## config.mk

```make
export PLATFORM = sky130hd
export DESIGN_NAME = tagged_frame_receiver_flat
export DESIGN_NICKNAME = d
export VERILOG_FILES = /design/src/rtl/tfr_pkg.sv /design/src/rtl/tfr_req_if.sv /design/src/rtl/tfr_rsp_if.sv /design/src/rtl/tfr_csr_if.sv /design/src/rtl/tfr_front.sv /design/src/rtl/tfr_queue.sv /design/src/rtl/tfr_back.sv /design/src/rtl/tagged_frame_receiver.sv /design/src/flat_wrapper.sv
export SDC_FILE = /design/constraint.sdc
export NUM_CORES = 1
export LEC_CHECK = 0
export ABC_AREA = 1
export BUFFER_PORTS_ARGS = -buffer_cell sky130_fd_sc_hd__buf_2
export CELL_PAD_IN_SITES_DETAIL_PLACEMENT = 1
export CELL_PAD_IN_SITES_GLOBAL_PLACEMENT = 1
export CORE_MARGIN = 5
export CORE_UTILIZATION = 40
export DETAILED_ROUTE_END_ITERATION = 16
export PLACE_DENSITY_LB_ADDON = 0.1
export SYNTH_ARGS = -nofsm -noshare
export SYNTH_HDL_FRONTEND = slang
export SYNTH_SLANG_ARGS = --single-unit
```

## constraint.sdc

```tcl
create_clock -name clock -period 5.6 [get_ports clock]
set_input_delay 0.28 -clock clock [delete_from_list [all_inputs] [get_ports clock]]
set_output_delay 0.28 -clock clock [all_outputs]
set_load 0.01 [all_outputs]
```

## src/rtl/tfr_pkg.sv

```systemverilog
`timescale 1ns / 1ps
// ----------------------------------------------------------------------------
// tfr_pkg
// Shared types and constants of the tagged frame receiver.
// ----------------------------------------------------------------------------
package tfr_pkg;

   localparam int FRAME_BYTES = 14;
   localparam int LAST_POS    = FRAME_BYTES - 1;
   localparam int POS_W       = $clog2(FRAME_BYTES);
   localparam int BYTE_W      = 8;
   localparam int WORD_W      = 16;
   localparam int STATUS_W    = 2;
   localparam int CSR_INDEX_W = 2;
   localparam int NUM_FIELDS  = 4;
   // each field is a tag byte followed by a big-endian word, first tag at byte 1
   localparam int FIELD_BASE   = 1;
   localparam int FIELD_STRIDE = 3;

   localparam logic [STATUS_W-1:0] STATUS_OK         = 2'd0;
   localparam logic [STATUS_W-1:0] STATUS_HEADER_ERR = 2'd1;
   localparam logic [STATUS_W-1:0] STATUS_TAIL_ERR   = 2'd2;

   localparam logic [CSR_INDEX_W-1:0] REG_HEADER = 2'd0;
   localparam logic [CSR_INDEX_W-1:0] REG_TAIL   = 2'd1;

   localparam logic [BYTE_W-1:0] HEADER_RESET = 8'hD8;
   localparam logic [BYTE_W-1:0] TAIL_RESET   = 8'hEE;

   localparam logic [BYTE_W-1:0] TAG_LEFT     = 8'hB0;
   localparam logic [BYTE_W-1:0] TAG_RIGHT    = 8'hB1;
   localparam logic [BYTE_W-1:0] TAG_POSITION = 8'hB2;
   localparam logic [BYTE_W-1:0] TAG_INFO     = 8'hB3;

   localparam logic [BYTE_W-1:0] FIELD_TAG [NUM_FIELDS] =
      '{TAG_LEFT, TAG_RIGHT, TAG_POSITION, TAG_INFO};

   typedef struct packed {
      logic [BYTE_W-1:0] header;
      logic [BYTE_W-1:0] tail;
   } tfr_cfg_type;

   typedef struct packed {
      logic [STATUS_W-1:0]                 status;
      logic [NUM_FIELDS-1:0]               update;
      logic [NUM_FIELDS-1:0][WORD_W-1:0]   word;
   } tfr_cmd_type;

endpackage

```

## src/rtl/tfr_req_if.sv

```systemverilog
`timescale 1ns / 1ps
// ----------------------------------------------------------------------------
// tfr_req_if
// Received byte channel.
// ----------------------------------------------------------------------------
interface tfr_req_if import tfr_pkg::*; ();
   logic              valid;
   logic              ready;
   logic [BYTE_W-1:0] rx_byte;

   modport source (output valid, output rx_byte, input ready);
   modport sink (input valid, input rx_byte, output ready);
endinterface

```

## src/rtl/tfr_rsp_if.sv

```systemverilog
`timescale 1ns / 1ps
// ----------------------------------------------------------------------------
// tfr_rsp_if
// Frame result channel: status and the four held values.
// ----------------------------------------------------------------------------
interface tfr_rsp_if import tfr_pkg::*; ();
   logic                     valid;
   logic                     ready;
   logic [STATUS_W-1:0]      status;
   logic signed [WORD_W-1:0] left_count;
   logic signed [WORD_W-1:0] right_count;
   logic signed [WORD_W-1:0] position_value;
   logic signed [WORD_W-1:0] info_value;

   modport source (output valid, output status, output left_count, output right_count,
                   output position_value, output info_value, input ready);
   modport sink (input valid, input status, input left_count, input right_count,
                 input position_value, input info_value, output ready);
endinterface

```

## src/rtl/tfr_csr_if.sv

```systemverilog
`timescale 1ns / 1ps
// ----------------------------------------------------------------------------
// tfr_csr_if
// Register write channel.
// ----------------------------------------------------------------------------
interface tfr_csr_if import tfr_pkg::*; ();
   logic                   valid;
   logic                   ready;
   logic [CSR_INDEX_W-1:0] index;
   logic [BYTE_W-1:0]      wdata;

   modport source (output valid, output index, output wdata, input ready);
   modport sink (input valid, input index, input wdata, output ready);
endinterface

```

## src/rtl/tfr_front.sv

```systemverilog
`timescale 1ns / 1ps
// ----------------------------------------------------------------------------
// tfr_front
// Byte collector: tracks the frame position, checks header and tail and
// hands one command per finished frame or header error to the queue.
// ----------------------------------------------------------------------------
module tfr_front import tfr_pkg::*; (
   input  logic        clock,
   input  logic        reset,
   tfr_req_if.sink     req_bus,
   input  tfr_cfg_type cfg,
   input  logic        push_ready,
   output logic        push_valid,
   output tfr_cmd_type push_cmd
);

   logic [POS_W-1:0]  pos_ff;
   logic [POS_W-1:0]  pos_in;
   logic [BYTE_W-1:0] store_ff [1:LAST_POS-1];
   logic              accept;
   logic              at_head;
   logic              at_tail;
   logic              header_ok;
   logic              tail_ok;

   assign req_bus.ready = push_ready;
   assign accept        = req_bus.valid & push_ready;
   assign at_head       = (pos_ff == '0);
   assign at_tail       = (pos_ff == POS_W'(LAST_POS));
   assign header_ok     = (req_bus.rx_byte == cfg.header);
   assign tail_ok       = (req_bus.rx_byte == cfg.tail);
   assign push_valid    = accept & ((at_head & ~header_ok) | at_tail);

   always_comb begin
      push_cmd.status = at_head ? STATUS_HEADER_ERR : (tail_ok ? STATUS_OK : STATUS_TAIL_ERR);
      for (int k = 0; k < NUM_FIELDS; k++) begin
         push_cmd.update[k] = at_tail & tail_ok &
            (store_ff[FIELD_BASE + FIELD_STRIDE * k] == FIELD_TAG[k]);
         push_cmd.word[k] = {store_ff[FIELD_BASE + FIELD_STRIDE * k + 1],
                             store_ff[FIELD_BASE + FIELD_STRIDE * k + 2]};
      end
   end

   always_comb begin
      pos_in = pos_ff;
      if (accept) begin
         if (at_head) begin
            pos_in = header_ok ? POS_W'(1) : '0;
         end else if (at_tail) begin
            pos_in = '0;
         end else begin
            pos_in = pos_ff + POS_W'(1);
         end
      end
   end

   always_ff @(posedge clock) begin
      if (reset) begin
         pos_ff <= '0;
      end else begin
         pos_ff <= pos_in;
      end
   end

   // header and tail bytes are never stored, only compared
   always_ff @(posedge clock) begin
      for (int i = 1; i < LAST_POS; i++) begin
         if (accept && pos_ff == POS_W'(i)) begin
            store_ff[i] <= req_bus.rx_byte;
         end
      end
   end

endmodule

```

## src/rtl/tfr_queue.sv

```systemverilog
`timescale 1ns / 1ps
// ----------------------------------------------------------------------------
// tfr_queue
// Short command queue between the byte collector and the result stage.
// ----------------------------------------------------------------------------
module tfr_queue import tfr_pkg::*; #(
   parameter int DEPTH = 2
) (
   input  logic        clock,
   input  logic        reset,
   input  logic        push_valid,
   input  tfr_cmd_type push_cmd,
   output logic        push_ready,
   output logic        pop_valid,
   output tfr_cmd_type pop_cmd,
   input  logic        pop
);

   localparam int PTR_W = (DEPTH > 1) ? $clog2(DEPTH) : 1;
   localparam int CNT_W = $clog2(DEPTH + 1);

   tfr_cmd_type      mem_ff [DEPTH];
   logic [PTR_W-1:0] wr_ptr_ff;
   logic [PTR_W-1:0] wr_ptr_in;
   logic [PTR_W-1:0] rd_ptr_ff;
   logic [PTR_W-1:0] rd_ptr_in;
   logic [CNT_W-1:0] count_ff;
   logic [CNT_W-1:0] count_in;
   logic             push;
   logic             take;

   assign push_ready = (count_ff != CNT_W'(DEPTH));
   assign pop_valid  = (count_ff != '0);
   assign pop_cmd    = mem_ff[rd_ptr_ff];
   assign push       = push_valid & push_ready;
   assign take       = pop & pop_valid;

   always_comb begin
      wr_ptr_in = wr_ptr_ff;
      rd_ptr_in = rd_ptr_ff;
      count_in  = count_ff;
      if (push) begin
         wr_ptr_in = (wr_ptr_ff == PTR_W'(DEPTH - 1)) ? '0 : wr_ptr_ff + PTR_W'(1);
      end
      if (take) begin
         rd_ptr_in = (rd_ptr_ff == PTR_W'(DEPTH - 1)) ? '0 : rd_ptr_ff + PTR_W'(1);
      end
      case ({push, take})
         2'b10:   count_in = count_ff + CNT_W'(1);
         2'b01:   count_in = count_ff - CNT_W'(1);
         default: count_in = count_ff;
      endcase
   end

   always_ff @(posedge clock) begin
      if (reset) begin
         wr_ptr_ff <= '0;
         rd_ptr_ff <= '0;
         count_ff  <= '0;
      end else begin
         wr_ptr_ff <= wr_ptr_in;
         rd_ptr_ff <= rd_ptr_in;
         count_ff  <= count_in;
      end
   end

   always_ff @(posedge clock) begin
      if (push) begin
         mem_ff[wr_ptr_ff] <= push_cmd;
      end
   end

   a_count_bound : assert property (@(posedge clock) disable iff (reset)
      count_ff <= CNT_W'(DEPTH))
      else $error("queue count beyond depth");

   a_no_overflow : assert property (@(posedge clock) disable iff (reset)
      push_valid |-> push_ready)
      else $error("command pushed into a full queue");

   a_count_step : assert property (@(posedge clock) disable iff (reset)
      (push && !take) |=> count_ff == $past(count_ff) + CNT_W'(1))
      else $error("queue count did not follow a push");

endmodule

```

## src/rtl/tfr_back.sv

```systemverilog
`timescale 1ns / 1ps
// ----------------------------------------------------------------------------
// tfr_back
// Result stage: applies tag updates to the held values and drives the
// result register.
// ----------------------------------------------------------------------------
module tfr_back import tfr_pkg::*; (
   input  logic        clock,
   input  logic        reset,
   input  logic        cmd_valid,
   input  tfr_cmd_type cmd,
   output logic        cmd_pop,
   tfr_rsp_if.source   rsp_bus
);

   logic                valid_ff;
   logic                valid_in;
   logic [STATUS_W-1:0] status_ff;
   logic [WORD_W-1:0]   held_ff [NUM_FIELDS];

   // the presented values are the held ones; they only move when the slot frees
   assign cmd_pop  = cmd_valid & (~valid_ff | rsp_bus.ready);
   assign valid_in = cmd_pop | (valid_ff & ~rsp_bus.ready);

   always_ff @(posedge clock) begin
      if (reset) begin
         valid_ff <= 1'b0;
         for (int k = 0; k < NUM_FIELDS; k++) begin
            held_ff[k] <= '0;
         end
      end else begin
         valid_ff <= valid_in;
         for (int k = 0; k < NUM_FIELDS; k++) begin
            if (cmd_pop && cmd.update[k]) begin
               held_ff[k] <= cmd.word[k];
            end
         end
      end
   end

   always_ff @(posedge clock) begin
      if (cmd_pop) begin
         status_ff <= cmd.status;
      end
   end

   assign rsp_bus.valid          = valid_ff;
   assign rsp_bus.status         = status_ff;
   assign rsp_bus.left_count     = held_ff[0];
   assign rsp_bus.right_count    = held_ff[1];
   assign rsp_bus.position_value = held_ff[2];
   assign rsp_bus.info_value     = held_ff[3];

   a_held_quiet : assert property (@(posedge clock) disable iff (reset)
      !cmd_pop |=> ($stable(held_ff[0]) && $stable(held_ff[1]) &&
                    $stable(held_ff[2]) && $stable(held_ff[3])))
      else $error("held value changed without a command");

   a_error_no_update : assert property (@(posedge clock) disable iff (reset)
      (cmd_pop && cmd.status != STATUS_OK) |-> cmd.update == '0)
      else $error("error item carries a value update");

   a_status_legal : assert property (@(posedge clock) disable iff (reset)
      valid_ff |-> (status_ff == STATUS_OK || status_ff == STATUS_HEADER_ERR ||
                    status_ff == STATUS_TAIL_ERR))
      else $error("result status out of range");

endmodule

```

## src/rtl/tagged_frame_receiver.sv

```systemverilog
`timescale 1ns / 1ps
// ----------------------------------------------------------------------------
// tagged_frame_receiver
// Collects 14-byte tagged frames, checks header and tail bytes and keeps four
// signed 16-bit values updated from matching tags.
// ----------------------------------------------------------------------------
//  channel   direction  payload
//  req_bus   in         rx_byte
//  rsp_bus   out        status, left_count, right_count, position_value, info_value
//  csr_bus   in         index, wdata (0 header byte, 1 tail byte)
//
//  one byte accepted per cycle unless the queue is full; a frame's last byte or a
//  failed header byte gives a result through the queue, then the result register
//  req_bus.ready drops only when the command queue is full, which happens
//  only while rsp_bus is stalled
//  synchronous reset clears the frame position, the held values and the queue;
//  no clearing pass, the block takes bytes in the first cycle after reset
//  csr_bus is always ready
// ----------------------------------------------------------------------------
module tagged_frame_receiver import tfr_pkg::*; #(
   parameter int QUEUE_DEPTH = 2  // 2 or more
) (
   input  logic      clock,
   input  logic      reset,
   tfr_req_if.sink   req_bus,
   tfr_rsp_if.source rsp_bus,
   tfr_csr_if.sink   csr_bus
);

   tfr_cfg_type cfg_ff;
   tfr_cmd_type push_cmd;
   tfr_cmd_type pop_cmd;
   logic        push_valid;
   logic        push_ready;
   logic        pop_valid;
   logic        pop;

   assign csr_bus.ready = 1'b1;

   always_ff @(posedge clock) begin
      if (reset) begin
         cfg_ff.header <= HEADER_RESET;
         cfg_ff.tail   <= TAIL_RESET;
      end else if (csr_bus.valid) begin
         unique case (csr_bus.index)
            REG_HEADER: cfg_ff.header <= csr_bus.wdata;
            REG_TAIL:   cfg_ff.tail   <= csr_bus.wdata;
            default:    ;
         endcase
      end
   end

   tfr_front u_front (
      .clock      (clock),
      .reset      (reset),
      .req_bus    (req_bus),
      .cfg        (cfg_ff),
      .push_ready (push_ready),
      .push_valid (push_valid),
      .push_cmd   (push_cmd)
   );

   tfr_queue #(
      .DEPTH (QUEUE_DEPTH)
   ) u_queue (
      .clock      (clock),
      .reset      (reset),
      .push_valid (push_valid),
      .push_cmd   (push_cmd),
      .push_ready (push_ready),
      .pop_valid  (pop_valid),
      .pop_cmd    (pop_cmd),
      .pop        (pop)
   );

   tfr_back u_back (
      .clock     (clock),
      .reset     (reset),
      .cmd_valid (pop_valid),
      .cmd       (pop_cmd),
      .cmd_pop   (pop),
      .rsp_bus   (rsp_bus)
   );

endmodule

```

## src/flat_wrapper.sv

```systemverilog
// flat-port wrapper written by rule: the top's interface ports become plain ports
module tagged_frame_receiver_flat import tfr_pkg::*;
#(
   parameter int QUEUE_DEPTH = 2              
)
  (clock, reset, req_bus_valid, req_bus_rx_byte, req_bus_ready, rsp_bus_valid, rsp_bus_status, rsp_bus_left_count, rsp_bus_right_count, rsp_bus_position_value, rsp_bus_info_value, rsp_bus_ready, csr_bus_valid, csr_bus_index, csr_bus_wdata, csr_bus_ready);
  tfr_req_if req_bus_i ();
  tfr_rsp_if rsp_bus_i ();
  tfr_csr_if csr_bus_i ();
  input  logic clock;
  input  logic reset;
  input wire logic [$bits(req_bus_i.valid)-1:0] req_bus_valid;
  input wire logic [$bits(req_bus_i.rx_byte)-1:0] req_bus_rx_byte;
  output wire logic [$bits(req_bus_i.ready)-1:0] req_bus_ready;
  output wire logic [$bits(rsp_bus_i.valid)-1:0] rsp_bus_valid;
  output wire logic [$bits(rsp_bus_i.status)-1:0] rsp_bus_status;
  output wire logic [$bits(rsp_bus_i.left_count)-1:0] rsp_bus_left_count;
  output wire logic [$bits(rsp_bus_i.right_count)-1:0] rsp_bus_right_count;
  output wire logic [$bits(rsp_bus_i.position_value)-1:0] rsp_bus_position_value;
  output wire logic [$bits(rsp_bus_i.info_value)-1:0] rsp_bus_info_value;
  input wire logic [$bits(rsp_bus_i.ready)-1:0] rsp_bus_ready;
  input wire logic [$bits(csr_bus_i.valid)-1:0] csr_bus_valid;
  input wire logic [$bits(csr_bus_i.index)-1:0] csr_bus_index;
  input wire logic [$bits(csr_bus_i.wdata)-1:0] csr_bus_wdata;
  output wire logic [$bits(csr_bus_i.ready)-1:0] csr_bus_ready;
  assign req_bus_i.valid = req_bus_valid;
  assign req_bus_i.rx_byte = req_bus_rx_byte;
  assign req_bus_ready = req_bus_i.ready;
  assign rsp_bus_valid = rsp_bus_i.valid;
  assign rsp_bus_status = rsp_bus_i.status;
  assign rsp_bus_left_count = rsp_bus_i.left_count;
  assign rsp_bus_right_count = rsp_bus_i.right_count;
  assign rsp_bus_position_value = rsp_bus_i.position_value;
  assign rsp_bus_info_value = rsp_bus_i.info_value;
  assign rsp_bus_i.ready = rsp_bus_ready;
  assign csr_bus_i.valid = csr_bus_valid;
  assign csr_bus_i.index = csr_bus_index;
  assign csr_bus_i.wdata = csr_bus_wdata;
  assign csr_bus_ready = csr_bus_i.ready;
  tagged_frame_receiver #(.QUEUE_DEPTH(QUEUE_DEPTH)) u_core (.clock(clock), .reset(reset), .req_bus(req_bus_i), .rsp_bus(rsp_bus_i), .csr_bus(csr_bus_i));
endmodule
```

---- Yosys cells after proc, flatten, opt, wreduce, memory -nomap -nowiden ----
Memory sizes are Yosys's and may differ from the RTL's. A register that Yosys moved wholly into a read port is not among the register bits.
Cells that the tools add are included.
storage, ports and cells
  output and inout bits ................... 69
  bits in writable memories ............... 300
  memories ................................ 3
  flip-flop bits (word level) ............. 27
  input port bits ......................... 23
  logic and storage cells ................. 181
memory list
  name                     depth  bits a word  read ports  clocked after memory_dff  write ports  RTL line         source
  u_core.u_queue.mem_ff    2      70           1           1                         1            tfr_queue.sv:22  tfr_cmd_type mem_ff [DEPTH];
  u_core.u_front.store_ff  12     8            12          0                         1            tfr_front.sv:19  logic [BYTE_W-1:0] store_ff [1:LAST_POS-1];
  u_core.u_back.held_ff    4      16           4           0                         4            tfr_back.sv:19   logic [WORD_W-1:0] held_ff [NUM_FIELDS];
operators by class
  bitwise operators ....................... 22
  muxes and demuxes ....................... 87
  reductions and logical operators ........ 33
  equal/unequal tests ..................... 23
  add/sub/neg operators ................... 5
operators by type and width
  cell                   number
  $mux W8                11
  $reduce_or A8 Y1       11
  $mux W16               4
  $mux W1                56
  $mux W4                13
  $eq A8 B8 Y1 const B   4
  $eq A4 B4 Y1 const B   6
  $eq A4 B3 Y1 const B   4
  $eq A8 B8 Y1           2
  $logic_and A1 B1 Y1    16
  $and A1 B1 Y1          12
  $eq A4 B2 Y1 const B   2
  $or A1 B1 Y1           7
  $add A4 B1 Y4 const B  1
  $eq A2 B1 Y1 const B   2
  $eq A4 B1 Y1 const B   1
  $logic_not A4 Y1       1
  $mux W2                2
  $pmux W2 S2            1
  $reduce_and A2 Y1      2
  $reduce_bool A2 Y1     2
  $not A1 Y1             3
  $add A1 B1 Y1 const B  2
  $add A2 B1 Y2 const B  1
  4 further kinds        4

---- Longest topological paths before layout ----
  depth after elaboration ................. 17
  depth in mapped cells ................... 14
  mapped depth without buffers ............ 14

---- Cells and area by module ----
From an unflattened synthesis, not the netlist that was laid out.
unflattened totals
  cell total of the unflattened synthesis .. 862
  area total of the unflattened synthesis .. 12996.2 µm²
modules (own cells, without submodules)
  module                 area each (µm²)  cells an instance  sequential area each (µm²)  times used
  tfr_queue              5647.9           256                4304.1                      1
  tfr_front              4070.2           300                2962.8                      1
  tfr_back               2585.0           218                2001.9                      1
  tagged_frame_receiver  693.2            88                 320.3                       1

---- Worst setup path after synthesis ----
No wires, ideal clock.
  path type ............................... reg-to-reg
  start ................................... register u_core.u_front.pos_ff[2]
  end ..................................... memory u_core.u_queue.mem_ff[0][0] (netlist name), enable pin
  slack ................................... 1.236 ns
  library setup time ...................... 0.498 ns
  arrival time ............................ 3.866 ns
  required time ........................... 5.102 ns
  cell stages (with the launch flop) ...... 8
  path through ............................ dfxtp_1 inv_2 nand2_1 nor3_2 nand2_1 nand2_1 nand2_1 nor2_1
on the way
  word-level cells in the longest chain between the ends .. 7
ends and longest elaborated chain
  item                             RTL line         source
  start: declaration               tfr_front.sv:17  logic [POS_W-1:0] pos_ff;
  start signal: assignment         tfr_front.sv:61  pos_ff <= pos_in;
  $logic_not A4 Y1                 tfr_front.sv:28  assign at_head = (pos_ff == '0);
  $and A1 B1 Y1                    tfr_front.sv:32  assign push_valid = accept & ((at_head & ~header_ok) | at_tail);
  $or A1 B1 Y1 *                   tfr_front.sv:32
  $and A1 B1 Y1 *                  tfr_front.sv:32
  $and A1 B1 Y1 *                  tfr_queue.sv:35  assign push = push_valid & push_ready;
  $mux W1 *                        tfr_queue.sv:68  if (push) begin
  $mux W1 (implied by the code) *  tfr_queue.sv:69  mem_ff[wr_ptr_ff] <= push_cmd;
  end: declaration                 tfr_queue.sv:22
Every way passes the cells marked *; elsewhere a longest branch is shown, timed or not.

---- Worst setup path in the final report ----
  start ................................... register u_core.u_front.pos_ff[3]
  end ..................................... memory u_core.u_queue.mem_ff[1][2] (netlist name), enable pin
Same word-level chain as after synthesis.

==> results.sh <==
export IMPL_maximum_number_of_pins_on_one_net_before_global_route_repair=71
export IMPL_drt_initial_drc_count=333
export IMPL_number_of_buffers_inserted_by_hold_repair_at_cts=4
export IMPL_synth_cell_type_count=32
export IMPL_power_density_nw_per_um2=453
export IMPL_worst_vdd_ir_mv=0.228
export IMPL_worst_hold_path_type="input pin to register"
export IMPL_run_status="finished, final reports clean"
export IMPL_syn_area_per_cell_sq_um=15.0
export IMPL_die_h_um=180
export IMPL_number_of_antenna_diodes=0
export IMPL_cts_tree="yes"
export IMPL_start_kind="register"
export IMPL_worstPathMaxFanout=49
export IMPL_track_usage_pct=15.3
export IMPL_synth_seq_area_share_pct=82.9
export IMPL_finalCriticalPeriod_ps=2910
export IMPL_flop_and_latch_count_out_of_synthesis=328
export IMPL_totalNegativeSetupSlack_ps=0
export IMPL_tightest_slew_ps=1170
export IMPL_crit_top_cell="sky130_fd_sc_hd__nand2_1"
export IMPL_first_pass_grt_wire_length_mm=39.1
export IMPL_first_global_vias=6868
export IMPL_netlist_instances=773
export IMPL_hpwl_mm=15.2
export IMPL_design_portCount=92
export IMPL_drv_max_cap_violation_count=0
export IMPL_clk_path_buf_depth=3
export IMPL_grt_antenna_before_repair=0
export IMPL_fin_cells=1298
export IMPL_io_buffer_count=90
export IMPL_antenna_violating_nets_post_route=0
export IMPL_clk_pin_slew_ps=60
export IMPL_placementRows=62
export IMPL_critical_path_max_stage_delay_ps=850
export IMPL_drt_pass1_iterations=4
export IMPL_kind_of_end_point_of_the_critical_path="register"
export IMPL_post_drt_wl_per_cell_um=19.2
export IMPL_rsz0062_at_grt="false"
export IMPL_final_hold_violation_count=0
export IMPL_totalPowerFinal_uw=6140
export IMPL_worstSetupPathType="register to register"
export IMPL_fp_dieArea_sq_um=32400
export IMPL_globalRouteOverflowTotal=0
export IMPL_total_leakage_power_uw=0.00494
export IMPL_placeableCoreArea_sq_um=28600
export IMPL_net_count_synth=797
export IMPL_final_max_slew_violation_count=0
export IMPL_ordered_list_of_cells_on_the_worst_path="inv_1 -> nand2_1 -> nor3_2 -> nand2_1 -> nand2_1 -> nand3_1 -> inv_2 -> buf_4"
export IMPL_ys_warnings_count=0
export IMPL_finalWeightedCongestion=0.750
export IMPL_starting_density_of_the_core_pct=40.4
export IMPL_max_slew_margin_rel_pct=22.3
export IMPL_area_delta_synth_final_pct=17.3
export IMPL_fin_crit_sh_pct=52.0
export IMPL_dp_cells=1229
export IMPL_die_w_um=180
export IMPL_root_buffer="sky130_fd_sc_hd__clkbuf_16"
export IMPL_numClockSinks=328
export IMPL_tritoncts_num_buffers=36
export IMPL_fraction_of_layout_instances_using_a_drive_strength_above_1_pct=18.1
export IMPL_num_vias=6296
export IMPL_drc=0
export IMPL_synthesis_area_sq_um=11600
export IMPL_max_freq_mhz=343
export IMPL_drt_total_wl_mm=25.0
export IMPL_num_nets_final=911
export IMPL_post_cts_resized_instances=0
export IMPL_cts_max_level=2
export IMPL_postCtsSetupBuffers=0
export IMPL_cp_required_ps=5770
export IMPL_clock_insertion_delay_worst_skew_ps=510
export IMPL_clock_skew_final_ps=21.6
export IMPL_timing_final_setup_violations=0
export IMPL_post_drt_via_cell_ratio=4.85
export IMPL_critPathSlowestCell="sky130_fd_sc_hd__inv_2"
export IMPL_worstPathArrival_ps=3080
[state kept, by name, summed over array words and instances, names as in the netlist, named ones only]
name                          count
u_core.u_back.rsp_bus.valid       1
u_core.u_queue.wr_ptr_ff          1
u_core.u_front.pos_ff             4
u_core.u_back.held_ff            64
u_core.u_queue.mem_ff           140
u_core.u_queue.rd_ptr_ff          1
u_core.u_back.rsp_bus.status      2
u_core.u_queue.count_ff           2
u_core.cfg_ff                    16
u_core.u_front.store_ff          96
[cell usage after synthesis, drive strengths merged]
library cell  instances  area, sq um
a21oi                83          415
or2                   7         43.8
nor4                  3         18.8
nand2               206          781
ha                    1         12.5
clkbuf               10         37.5
nor3                  4         30.0
nand3                13         65.1
edfxtp              302         9070
buf                  13         66.3
clkinv                2         7.51
a21boi                1         18.8
conb                  1         3.75
o21ai                12         63.8
a31oi                 1         6.26
dfxtp                26          521
nand4                 5         31.3
o211ai                5         37.5
inv                  37          139
xnor2                 4         35.0
nor2                 35          149
a211oi                1         7.51
xor2                  1         8.76
[layout by cell type, fill, tap and decap left out, types with 10 or more instances in the layout]
| master | instances |
|---|---|
| sky130_fd_sc_hd__a21oi_1 | 83 |
| sky130_fd_sc_hd__buf_2 | 90 |
| sky130_fd_sc_hd__clkbuf_16 | 37 |
| sky130_fd_sc_hd__dfxtp_1 | 25 |
| sky130_fd_sc_hd__edfxtp_1 | 302 |
| sky130_fd_sc_hd__inv_1 | 33 |
| sky130_fd_sc_hd__nand2_1 | 205 |
| sky130_fd_sc_hd__nand3_1 | 13 |
| sky130_fd_sc_hd__nor2_1 | 31 |
| sky130_fd_sc_hd__o21ai_0 | 10 |
[power by group]
group,switching (uW),internal (uW)
combinational,651,230
clock,903,1260
sequential,85.1,3010
[kinds of logic after synthesis]
logic type      after synthesis  share of synthesized area, %
flops                       328                          82.9
simple gates                273                          9.67
compound gates              103                          4.75
buf+inv                      62                          2.16
xor+xnor                      5                         0.379
fa+ha+maj                     1                         0.108
other cells                   1                        0.0324
[final cells by class]
class	count	area [sq um]
clock buffer	46	960
sequential	328	9590
tap	384	480
fill	2854	15100
clock inverter	19	126
multi-input combinational	383	1740
timing repair buffer	99	528
inverter	39	146
[routing by layer]
layer	global-route usage (%)	vias to the layer above	share of wire [%]	routed length [um]
met5	0	-	0	0
met4	3.75	0	1.8	449
met3	2.83	34	4.0	996
met2	26.9	116	51	12600
met1	19.8	3166	44	10900
li1	-	2980	-	-
[worst max-delay path: cells and delay by family, from the launching register on]
family	cells	cell delay (ps)
flops	1	350
buf+inv	3	1420
simple gates	5	800
[worst paths after layout]
kind / startpoint / endpoint / slack, ps / cells after the start
max: u_core.u_front.pos_ff[3]$_SDFFE_PP0P_ / u_core.u_queue.mem_ff[1][2]$_DFFE_PP_ / 2690 / 8
min: csr_bus_wdata[2] / u_core.cfg_ff[2]$_SDFFE_PP1P_ / 20 / 3
max reg2reg: u_core.u_front.pos_ff[3]$_SDFFE_PP0P_ / u_core.u_queue.mem_ff[1][2]$_DFFE_PP_ / 2690 / 8
min reg2reg: u_core.u_front.store_ff[0][103]$_DFFE_PP_ / u_core.u_queue.mem_ff[0][55]$_DFFE_PP_ / 430 / 0
[per-stage QoR]
stage                     worst slack (ps)  util (%)  cell area (sq um)  hold slack, ps
after detailed placement              2400      43.5              12400             431
after CTS                             2600      47.4              13600            2.18
after global routing                  2390      47.4              13600            19.4
after global placement                2550      43.5              12400             424
final                                 2690      47.4              13600            24.0
after floorplan                       1240         -              11600             379
Note: power is estimated with default switching activity, not from simulation.
